## config.mk

```make
export PLATFORM = sky130hd
export DESIGN_NAME = gpu_property_tlv_parser
export DESIGN_NICKNAME = d
export VERILOG_FILES = /design/src/hw/rtl/gptlv_pkg.sv /design/src/hw/rtl/gpu_property_tlv_parser.sv
export SDC_FILE = /design/constraint.sdc
export NUM_CORES = 2
export LEC_CHECK = 0
export BUFFER_PORTS_ARGS = -buffer_cell sky130_fd_sc_hd__buf_2
export CAP_MARGIN = 30
export CORE_ASPECT_RATIO = 0.6
export CORE_MARGIN = 2
export CORE_UTILIZATION = 35
export DETAILED_ROUTE_END_ITERATION = 10
export SYNTH_ARGS = -nofsm -noshare
export SYNTH_HDL_FRONTEND = slang
export SYNTH_SLANG_ARGS = --single-unit
```

## constraint.sdc

```tcl
create_clock -name clock -period 78 [get_ports clock]
set_input_delay 15.6 -clock clock [delete_from_list [all_inputs] [get_ports clock]]
set_output_delay 15.6 -clock clock [all_outputs]
set_load 0.02 [all_outputs]
```

## src/hw/rtl/gptlv_pkg.sv

```systemverilog
// Package of types and constants for the GPU property TLV parser.
package gptlv_pkg;

   localparam int unsigned KeyBytes   = 4;
   localparam int unsigned ValueBytes = 8;
   localparam int unsigned IdWidth    = 30;
   localparam int unsigned IdxWidth   = 3;

   localparam logic [IdWidth-1:0] IdProduct  = IdWidth'(1);
   localparam logic [IdWidth-1:0] IdVersion  = IdWidth'(2);
   localparam logic [IdWidth-1:0] IdMinorRev = IdWidth'(3);
   localparam logic [IdWidth-1:0] IdMajorRev = IdWidth'(4);
   localparam logic [IdWidth-1:0] IdFreq     = IdWidth'(6);
   localparam logic [IdWidth-1:0] IdMemory   = IdWidth'(12);
   localparam logic [IdWidth-1:0] IdShader   = IdWidth'(25);
   localparam logic [IdWidth-1:0] IdTiler    = IdWidth'(26);
   localparam logic [IdWidth-1:0] IdL2       = IdWidth'(27);
   localparam logic [IdWidth-1:0] IdEngines  = IdWidth'(82);

   typedef enum logic [1:0] {
      STATUS_OK          = 2'd0,
      STATUS_TRUNCATED   = 2'd1,
      STATUS_NO_PRODUCT  = 2'd2
   } status_type;

   // Packed so that the first member sits in the highest bits; the result
   // data bus is assembled field by field in the top level.
   typedef struct packed {
      logic [31:0] exec_engine_count;
      logic [63:0] l2_mask;
      logic [63:0] tiler_mask;
      logic [63:0] shader_mask;
      logic [63:0] memory_bytes;
      logic [31:0] max_freq_khz;
      logic [15:0] rev_major;
      logic [15:0] rev_minor;
      logic [15:0] ver_flags;
      logic [31:0] prod_code;
   } props_type;

   typedef struct packed {
      status_type status;
      props_type  props;
   } result_type;

endpackage

```

## src/hw/rtl/gpu_property_tlv_parser.sv

```systemverilog
// Top level of the byte-serial GPU property TLV parser.
//
//  Channel  Direction  Handshake              Payload
//  req      in         req_tvalid/req_tready  tdata: data_byte; tlast: last_byte
//  rsp      out        rsp_tvalid/rsp_tready  tdata: ten property values; tuser: status
//
// One byte is taken per cycle unless req_tready is low; the parse state updates in
// the cycle the byte is accepted. A blob's result is registered; it waits in the skid
// register while the output register is still full. Two result registers let bytes keep
// flowing while a result waits; req_tready falls only while both hold a result.
// Reset clears the parse state and the captured values and empties both result registers.
module gpu_property_tlv_parser (
   input  logic         clock,
   input  logic         reset,
   input  logic         req_tvalid,
   output logic         req_tready,
   input  logic [7:0]   req_tdata,   // data_byte[7:0]
   input  logic         req_tlast,   // last_byte
   output logic         rsp_tvalid,
   input  logic         rsp_tready,
   output logic [399:0] rsp_tdata,   // prod_code[31:0], ver_flags[15:0],
                                     // rev_minor[15:0], rev_major[15:0],
                                     // max_freq_khz[31:0], memory_bytes[63:0],
                                     // shader_mask[63:0], tiler_mask[63:0],
                                     // l2_mask[63:0], exec_engine_count[31:0]
   output logic [1:0]   rsp_tuser    // status[1:0]
);

   logic                                          in_value_ff, in_value_in;
   logic [gptlv_pkg::IdxWidth-1:0]                idx_ff, idx_in;
   logic [gptlv_pkg::KeyBytes-1:0][7:0]           key_ff, key_in;
   logic [gptlv_pkg::ValueBytes-1:0][7:0]         value_ff, value_in;
   logic                                          seen_ff, seen_in;
   gptlv_pkg::props_type                          held_ff, held_in;

   logic                                          out_valid_ff, out_valid_in;
   logic                                          skid_valid_ff, skid_valid_in;
   gptlv_pkg::result_type                         out_ff, out_in;
   gptlv_pkg::result_type                         skid_ff, skid_in;

   logic                                          accept;
   logic                                          push;
   logic                                          out_pop;
   logic [gptlv_pkg::IdxWidth-1:0]                last_idx;
   logic [63:0]                                   value_flat;
   logic [gptlv_pkg::IdWidth-1:0]                 key_id;
   logic                                          value_done;
   logic                                          phase_next;
   logic                                          seen_next;
   gptlv_pkg::props_type                          held_next;
   gptlv_pkg::result_type                         result;

   assign req_tready = !skid_valid_ff;
   assign accept     = req_tvalid && req_tready;
   assign push       = accept && req_tlast;
   assign out_pop    = out_valid_ff && rsp_tready;

   always_comb begin
      case (key_ff[0][1:0])
         2'd0:    last_idx = 3'd0;
         2'd1:    last_idx = 3'd1;
         2'd2:    last_idx = 3'd3;
         default: last_idx = 3'd7;
      endcase
   end

   assign key_id = {key_ff[3], key_ff[2], key_ff[1], key_ff[0][7:2]};

   // Parse one byte: either a key lane or a value lane is filled.
   always_comb begin
      key_in     = key_ff;
      value_in   = value_ff;
      phase_next = in_value_ff;
      idx_in     = idx_ff;
      seen_next  = seen_ff;
      held_next  = held_ff;
      value_done = 1'b0;
      value_flat = '0;
      if (!in_value_ff) begin
         key_in[idx_ff[1:0]] = req_tdata;
         if (idx_ff[1:0] == 2'd3) begin
            phase_next = 1'b1;
            idx_in     = '0;
            value_in   = '0;
         end else begin
            idx_in = idx_ff + 3'd1;
         end
      end else begin
         value_in[idx_ff] = req_tdata;
         value_flat       = value_in;
         if (idx_ff >= last_idx) begin
            value_done = 1'b1;
            phase_next = 1'b0;
            idx_in     = '0;
            key_in     = '0;
            value_in   = '0;
         end else begin
            idx_in = idx_ff + 3'd1;
         end
      end
      if (value_done) begin
         case (key_id)
            gptlv_pkg::IdProduct: begin
               held_next.prod_code = value_flat[31:0];
               seen_next           = 1'b1;
            end
            gptlv_pkg::IdVersion:  held_next.ver_flags         = value_flat[15:0];
            gptlv_pkg::IdMinorRev: held_next.rev_minor         = value_flat[15:0];
            gptlv_pkg::IdMajorRev: held_next.rev_major         = value_flat[15:0];
            gptlv_pkg::IdFreq:     held_next.max_freq_khz      = value_flat[31:0];
            gptlv_pkg::IdMemory:   held_next.memory_bytes      = value_flat;
            gptlv_pkg::IdShader:   held_next.shader_mask       = value_flat;
            gptlv_pkg::IdTiler:    held_next.tiler_mask        = value_flat;
            gptlv_pkg::IdL2:       held_next.l2_mask           = value_flat;
            gptlv_pkg::IdEngines:  held_next.exec_engine_count = value_flat[31:0];
            default: begin
            end
         endcase
      end
   end

   always_comb begin
      result.props = held_next;
      if (phase_next) begin
         result.status = gptlv_pkg::STATUS_TRUNCATED;
      end else if (!seen_next) begin
         result.status = gptlv_pkg::STATUS_NO_PRODUCT;
      end else begin
         result.status = gptlv_pkg::STATUS_OK;
      end
   end

   // A blob's last byte returns all parse state to its reset value.
   always_comb begin
      in_value_in = in_value_ff;
      seen_in     = seen_ff;
      held_in     = held_ff;
      if (accept) begin
         if (req_tlast) begin
            in_value_in = 1'b0;
            seen_in     = 1'b0;
            held_in     = '0;
         end else begin
            in_value_in = phase_next;
            seen_in     = seen_next;
            held_in     = held_next;
         end
      end
   end

   always_comb begin
      out_valid_in  = out_valid_ff;
      skid_valid_in = skid_valid_ff;
      out_in        = out_ff;
      skid_in       = skid_ff;
      if (!out_valid_ff || out_pop) begin
         if (skid_valid_ff) begin
            out_in        = skid_ff;
            out_valid_in  = 1'b1;
            skid_valid_in = 1'b0;
         end else begin
            out_in       = result;
            out_valid_in = push;
         end
      end else if (push) begin
         skid_in       = result;
         skid_valid_in = 1'b1;
      end
   end

   always_ff @(posedge clock) begin
      if (reset) begin
         in_value_ff   <= 1'b0;
         idx_ff        <= '0;
         key_ff        <= '0;
         value_ff      <= '0;
         seen_ff       <= 1'b0;
         held_ff       <= '0;
         out_valid_ff  <= 1'b0;
         skid_valid_ff <= 1'b0;
      end else begin
         in_value_ff   <= in_value_in;
         seen_ff       <= seen_in;
         held_ff       <= held_in;
         out_valid_ff  <= out_valid_in;
         skid_valid_ff <= skid_valid_in;
         if (accept) begin
            if (req_tlast) begin
               idx_ff   <= '0;
               key_ff   <= '0;
               value_ff <= '0;
            end else begin
               idx_ff   <= idx_in;
               key_ff   <= key_in;
               value_ff <= value_in;
            end
         end
      end
   end

   always_ff @(posedge clock) begin
      out_ff  <= out_in;
      skid_ff <= skid_in;
   end

   assign rsp_tvalid = out_valid_ff;
   assign rsp_tuser  = out_ff.status;
   assign rsp_tdata  = {out_ff.props.exec_engine_count,
                        out_ff.props.l2_mask,
                        out_ff.props.tiler_mask,
                        out_ff.props.shader_mask,
                        out_ff.props.memory_bytes,
                        out_ff.props.max_freq_khz,
                        out_ff.props.rev_major,
                        out_ff.props.rev_minor,
                        out_ff.props.ver_flags,
                        out_ff.props.prod_code};

endmodule

```

=== Yosys cells after proc, flatten, opt, wreduce, memory -nomap -nowiden ===
Cells that the tools add are included.

* $add $sub $neg: 1
* Order comparisons: 5
* Eq/ne operators: 14
* Muxes and demuxes: 44
* Bitwise gates (word level): 1
* Reduce and logical (&&, ||, !) cells: 14

{| class="wikitable"
|+ Operators by type and width
! cell !! count
|-
| $mux W400 || 2
|-
| $mux W64 || 9
|-
| $mux W402 || 1
|-
| $mux W32 || 6
|-
| $eq A30 B5 Y1 const B || 3
|-
| $bwmux W64 || 1
|-
| $eq A30 B2 Y1 const B || 2
|-
| $eq A30 B3 Y1 const B || 2
|-
| $mux W16 || 3
|-
| $bwmux W32 || 1
|-
| $eq A30 B1 Y1 const B || 1
|-
| $eq A30 B4 Y1 const B || 1
|-
| $eq A30 B7 Y1 const B || 1
|-
| $demux W8 S3 || 1
|-
| $demux W8 S2 || 1
|-
| $mux W8 || 2
|-
| $mux W3 || 4
|-
| $mux W1 || 10
|-
| $pmux W3 S3 || 1
|-
| $reduce_and A2 Y1 || 3
|-
| $logic_and A1 B1 Y1 || 5
|-
| $eq A2 B2 Y1 const B || 2
|-
| $lt A3 B4 Y1 const B || 1
|-
| $mux W2 || 2
|-
| other kinds (13) || 14
|}

* Register bits: 1307
* Bits of input ports: 13
* Output and inout bits: 404
* Logic and storage cells: 128

=== Depth between registers and ports, before layout ===
* Depth after elaboration: 9
* Gate-level depth with buffers: 11
* Depth with buffers taken out: 7

=== Worst setup path after synthesis ===
Ideal clock, no wire load.

* Path kind: input -> register
* From: in rsp_tready
* To: reg skid_ff[0] in the netlist's numbering, enable pin
* Setup time: 6.629 ns
* Data arrival time: 72.789 ns
* Required time: 71.371 ns
* Setup slack: -1.418 ns
* Stages on the path: 2
* Buffers on the path: 0
* Cells stage by stage: nand2b_1 -> nor2_1

* Longest elaborated chain between the ends: 4

{| class="wikitable"
|+ RTL lines
! what !! RTL line !! source
|-
| from (decl) || gpu_property_tlv_parser.sv:20 || <nowiki>input logic rsp_tready,</nowiki>
|-
| $logic_and A1 B1 Y1 || gpu_property_tlv_parser.sv:56 || <nowiki>assign out_pop = out_valid_ff && rsp_tready;</nowiki>
|-
| $logic_or A1 B1 Y1 || gpu_property_tlv_parser.sv:156 || <nowiki>if (!out_valid_ff || out_pop) begin</nowiki>
|-
| $not A1 Y1 (no source line) || -- ||
|-
| $reduce_and A2 Y1 (no source line) || -- ||
|-
| to (signal assigned) || gpu_property_tlv_parser.sv:203 || <nowiki>skid_ff <= skid_in;</nowiki>
|-
| to (decl) || gpu_property_tlv_parser.sv:39 || <nowiki>gptlv_pkg::result_type skid_ff, skid_in;</nowiki>
|}

Every way passes these cells.
A chain may end at the register's enable or synchronous reset.

=== Worst setup path after layout ===
* From: in req_tvalid
* To: reg skid_ff[284] in the netlist's numbering, enable pin

* Longest elaborated chain between the ends: 3

{| class="wikitable"
|+ RTL lines
! what !! RTL line !! source
|-
| from (decl) || gpu_property_tlv_parser.sv:15 || <nowiki>input logic req_tvalid,</nowiki>
|-
| $logic_and A1 B1 Y1 || gpu_property_tlv_parser.sv:54 || <nowiki>assign accept = req_tvalid && req_tready;</nowiki>
|-
| $logic_and A1 B1 Y1 || gpu_property_tlv_parser.sv:55 || <nowiki>assign push = accept && req_tlast;</nowiki>
|-
| $reduce_and A2 Y1 (no source line) || -- ||
|}

Every way passes these cells.

==> impl_metrics.yaml <==
pwr:
  switching_share_pct: 23.24
  comb_power_share_pct: 4.4
  seqPwrFrac_pct: 51.3
  powerDensity_mw_per_mm2: 23.80
  power.switching_uw: 336.4
  ir_drop_uv: 21.31
  p_clk_share_pct: 44.3
  p_leak_uw: 0.02681
  p_int_uw: 1111
synthesis:
  synth_nets: 3852
  syn_inst: 3831
  synth_area_leader_cell: "edfxtp_1"
  synth-edff-count: 804
  syn_area_mm2: 0.05195
  ys_warn_count: 0
  synth.area.top_cells: "edfxtp_1 (46%), dfxtp_1 (19%), mux2_2 (8.4%)"
  synth_seq_area_share_pct: 65.86
  netlist.area_leader.share_pct: 46.48
  yosys-top-cells-count: "edfxtp_1 (804), dfxtp_1 (503), mux2_2 (388)"
  avgSynthCellArea_um2: 13.56
  synth_most_common_cell: "edfxtp_1"
  yosys_most_used_dff: "edfxtp_1"
  yosys.cell_types.count: 49
  synth_seq_cells: 1307
  async_reset_ff_share_pct: 0
sta:
  setup_tns_ns: 0
  hold_viol: 0
  grt_setup_unrepaired: "no"
  maxSlewViolCount: 0
  skew_ns: 0.03787
  final.period_utilization_pct: 22.87
  hold_slack_ns: 0.4708
  fin_crit_ns: 17.84
  setup_viol: 0
  timing.slew.headroom_pct: 26.63
  max_freq_mhz: 56.06
  tightest_slew_ns: 1.092
final_layout:
  drive_gt1_share_pct: 26.84
  areaGrowthSynthToFinish_pct: 17.06
  num-fill-cells: 13750
  stdcell_area_mm2: 0.06081
  finalNetCount: 4225
min_path:
  hold_class: "reg -> reg"
  holdPathStages: 1
  whs_endpoint: "held_ff[38]"
  hp-start: "held_ff[38]"
global_route:
  grtUsageTotal_pct: 19.78
  antenna_found_initial: 6
  grt_max_degree: 219
  grt_pass1_vias: 31260
  grt_pass1_wl_um: 219500
  gr-total-overflow: 0
clock_network:
  cts_buffers: 130
  path_clk_slew_ns: 0.07
  hold_buffers: 0
  htreeDepth: 4
  ctsResizeCount: 0
  clk_latency_ns: 0.79
  cts_tree: "built"
  clock_path_buffers: 3
  clock-sinks: 1307
  clock-root-buffer: "clkbuf_16"
  cts_setup_buffers: 0
drt:
  via_per_inst: 5.236
  drt-total-wl_um: 153800
  drc: 0
  vias: 32770
  drt.antenna.violating_nets: 0
  drtPass1Iterations: 6
  drtIter0Drc: 3081
  wl_per_cell_um: 24.58
die:
  rows: 109
  coreArea_mm2: 0.1473
  start_util_pct: 35.27
  die_w_um: 501.4
  die_h_um: 302.4
  dieArea_mm2: 0.1516
  ioPinCount: 417
place:
  detailed_place_hpwl_um: 96550
  placed_area_mm2: 0.05640
  routabilityCongestion: 0.8559
  port_buffers: 416
setup_path:
  cp_data_required_time_ns: 78.38
  start_kind: "input pin"
  r2r_slack_ns: 73.21
  cp-end-kind: "flip-flop"
  r2r_start: "idx_ff[0]"
  path_max_fanout: 136
  worst-r2r-cell-count: 9
  cp_data_arrival_time_ns: 18.21
  r2r_end: "rsp_tdata[113]"
  crit_type: "in -> reg"
flow_run:
  cap_violations: 0
run_status:
  status: "complete, no violations"
worst max-delay path by stage:
| stage | start | to | slack [ns] | cells past startpoint |
|---|---|---|---|---|
| 3_3_place_gp | req_tvalid | skid_ff[163] | 59.44 | 6 |
| 3_5_place_dp | req_tvalid | skid_ff[162] | 59.38 | 6 |
| 2_1_floorplan | rsp_tready | skid_ff[0] | 26.67 | 2 |
| 5_1_grt | req_tvalid | held_ff[326] | 60.04 | 7 |
| 4_1_cts | skid_valid_ff | req_tready | 60.15 | 2 |
| 6_report | req_tvalid | skid_ff[284] | 60.16 | 6 |
state kept, by name, indices dropped and copies added, names as in the netlist:
| name | flops |
|---|---|
| rsp_tuser | 2 |
| key_ff | 32 |
| rsp_tdata | 400 |
| skid_valid_ff | 1 |
| held_ff | 400 |
| idx_ff | 3 |
| rsp_tvalid | 1 |
| value_ff | 64 |
| seen_ff | 1 |
| skid_ff | 402 |
| in_value_ff | 1 |
logic make-up after synthesis:
group,after synthesis,share of synthesized area [%]
AOI/OAI and AO/OA,775,11.04
adders and majority gates,8,0.1927
buffers and inverters,466,3.659
DFF,1307,65.86
muxes,674,13.99
and+or+nand+nor,601,5.258
per-stage QoR:
step | util (%) | setup slack (ns) | std cells | power [uW]
2_1_floorplan | - | 26.67 | 3831 | 793.7
3_3_place_gp | 38.06 | 59.44 | 5988 | 818.5
3_5_place_dp | 38.29 | 59.38 | 6010 | 820.3
4_1_cts | 41.20 | 60.15 | 6249 | 1462
5_1_grt | 41.28 | 60.04 | 6256 | 1493
6_report | 41.29 | 60.16 | 6259 | 1447
layout by cell type (no fill, tap or decap), types with 8 or more instances in the layout:
cell type,n
ha_1,8
o21ai_1,60
bufinv_16,11
clkbuf_16,133
clkbuf_1,27
o32ai_2,10
mux2_2,388
nand3_1,12
a211oi_1,64
a21oi_1,41
inv_6,8
nor3_1,9
and2_1,35
o21ai_0,160
edfxtp_1,804
inv_1,198
clkinv_2,30
mux2_1,30
nand2_1,264
dfxtp_1,502
a22o_1,384
buf_16,9
clkinv_1,8
nor2_1,200
nor4_4,8
buf_4,66
o31ai_1,32
mux2i_1,256
a21oi_4,8
buf_6,10
nand2b_1,21
buf_2,415
layer usage:
layer	part of all wire (%)	GRT usage (%)
met1	47	29.24
met2	42	28.24
met3	8.0	5.020
met4	2.6	6.129
met5	0	0
worst max-delay path: stages:
cell and delay (ns):
buf_2 0.15, nor2b_1 0.41, nand2_1 0.28, nor2_4 0.17, buf_4 0.77, buf_12 0.56
final cells by class:
cell class                 count  area (um^2)  share of cell area (%)
inverter                     199        754.5                   1.241
sequential                  1307        34220                   56.27
timing repair buffer         508         3083                   5.070
tap                         1942         2430                   3.996
antenna                        6        15.01                 0.02469
multi-input combinational   2058        16030                   26.36
clock buffer                 166         3503                   5.761
clock inverter                73        780.7                   1.284
power by group through the flow:
| stage | registers (uW) | logic (uW) | clock network (uW) |
|---|---|---|---|
| floorplan | 769 | 24.2 | 0 |
| global placement | 758 | 60.5 | 0 |
| detailed placement | 758 | 62.3 | 0 |
| CTS | 743 | 62.5 | 657 |
| global route | 743 | 66.3 | 683 |
| finish | 743 | 63.0 | 641 |
No activity file was read; power rests on OpenSTA's default activity.
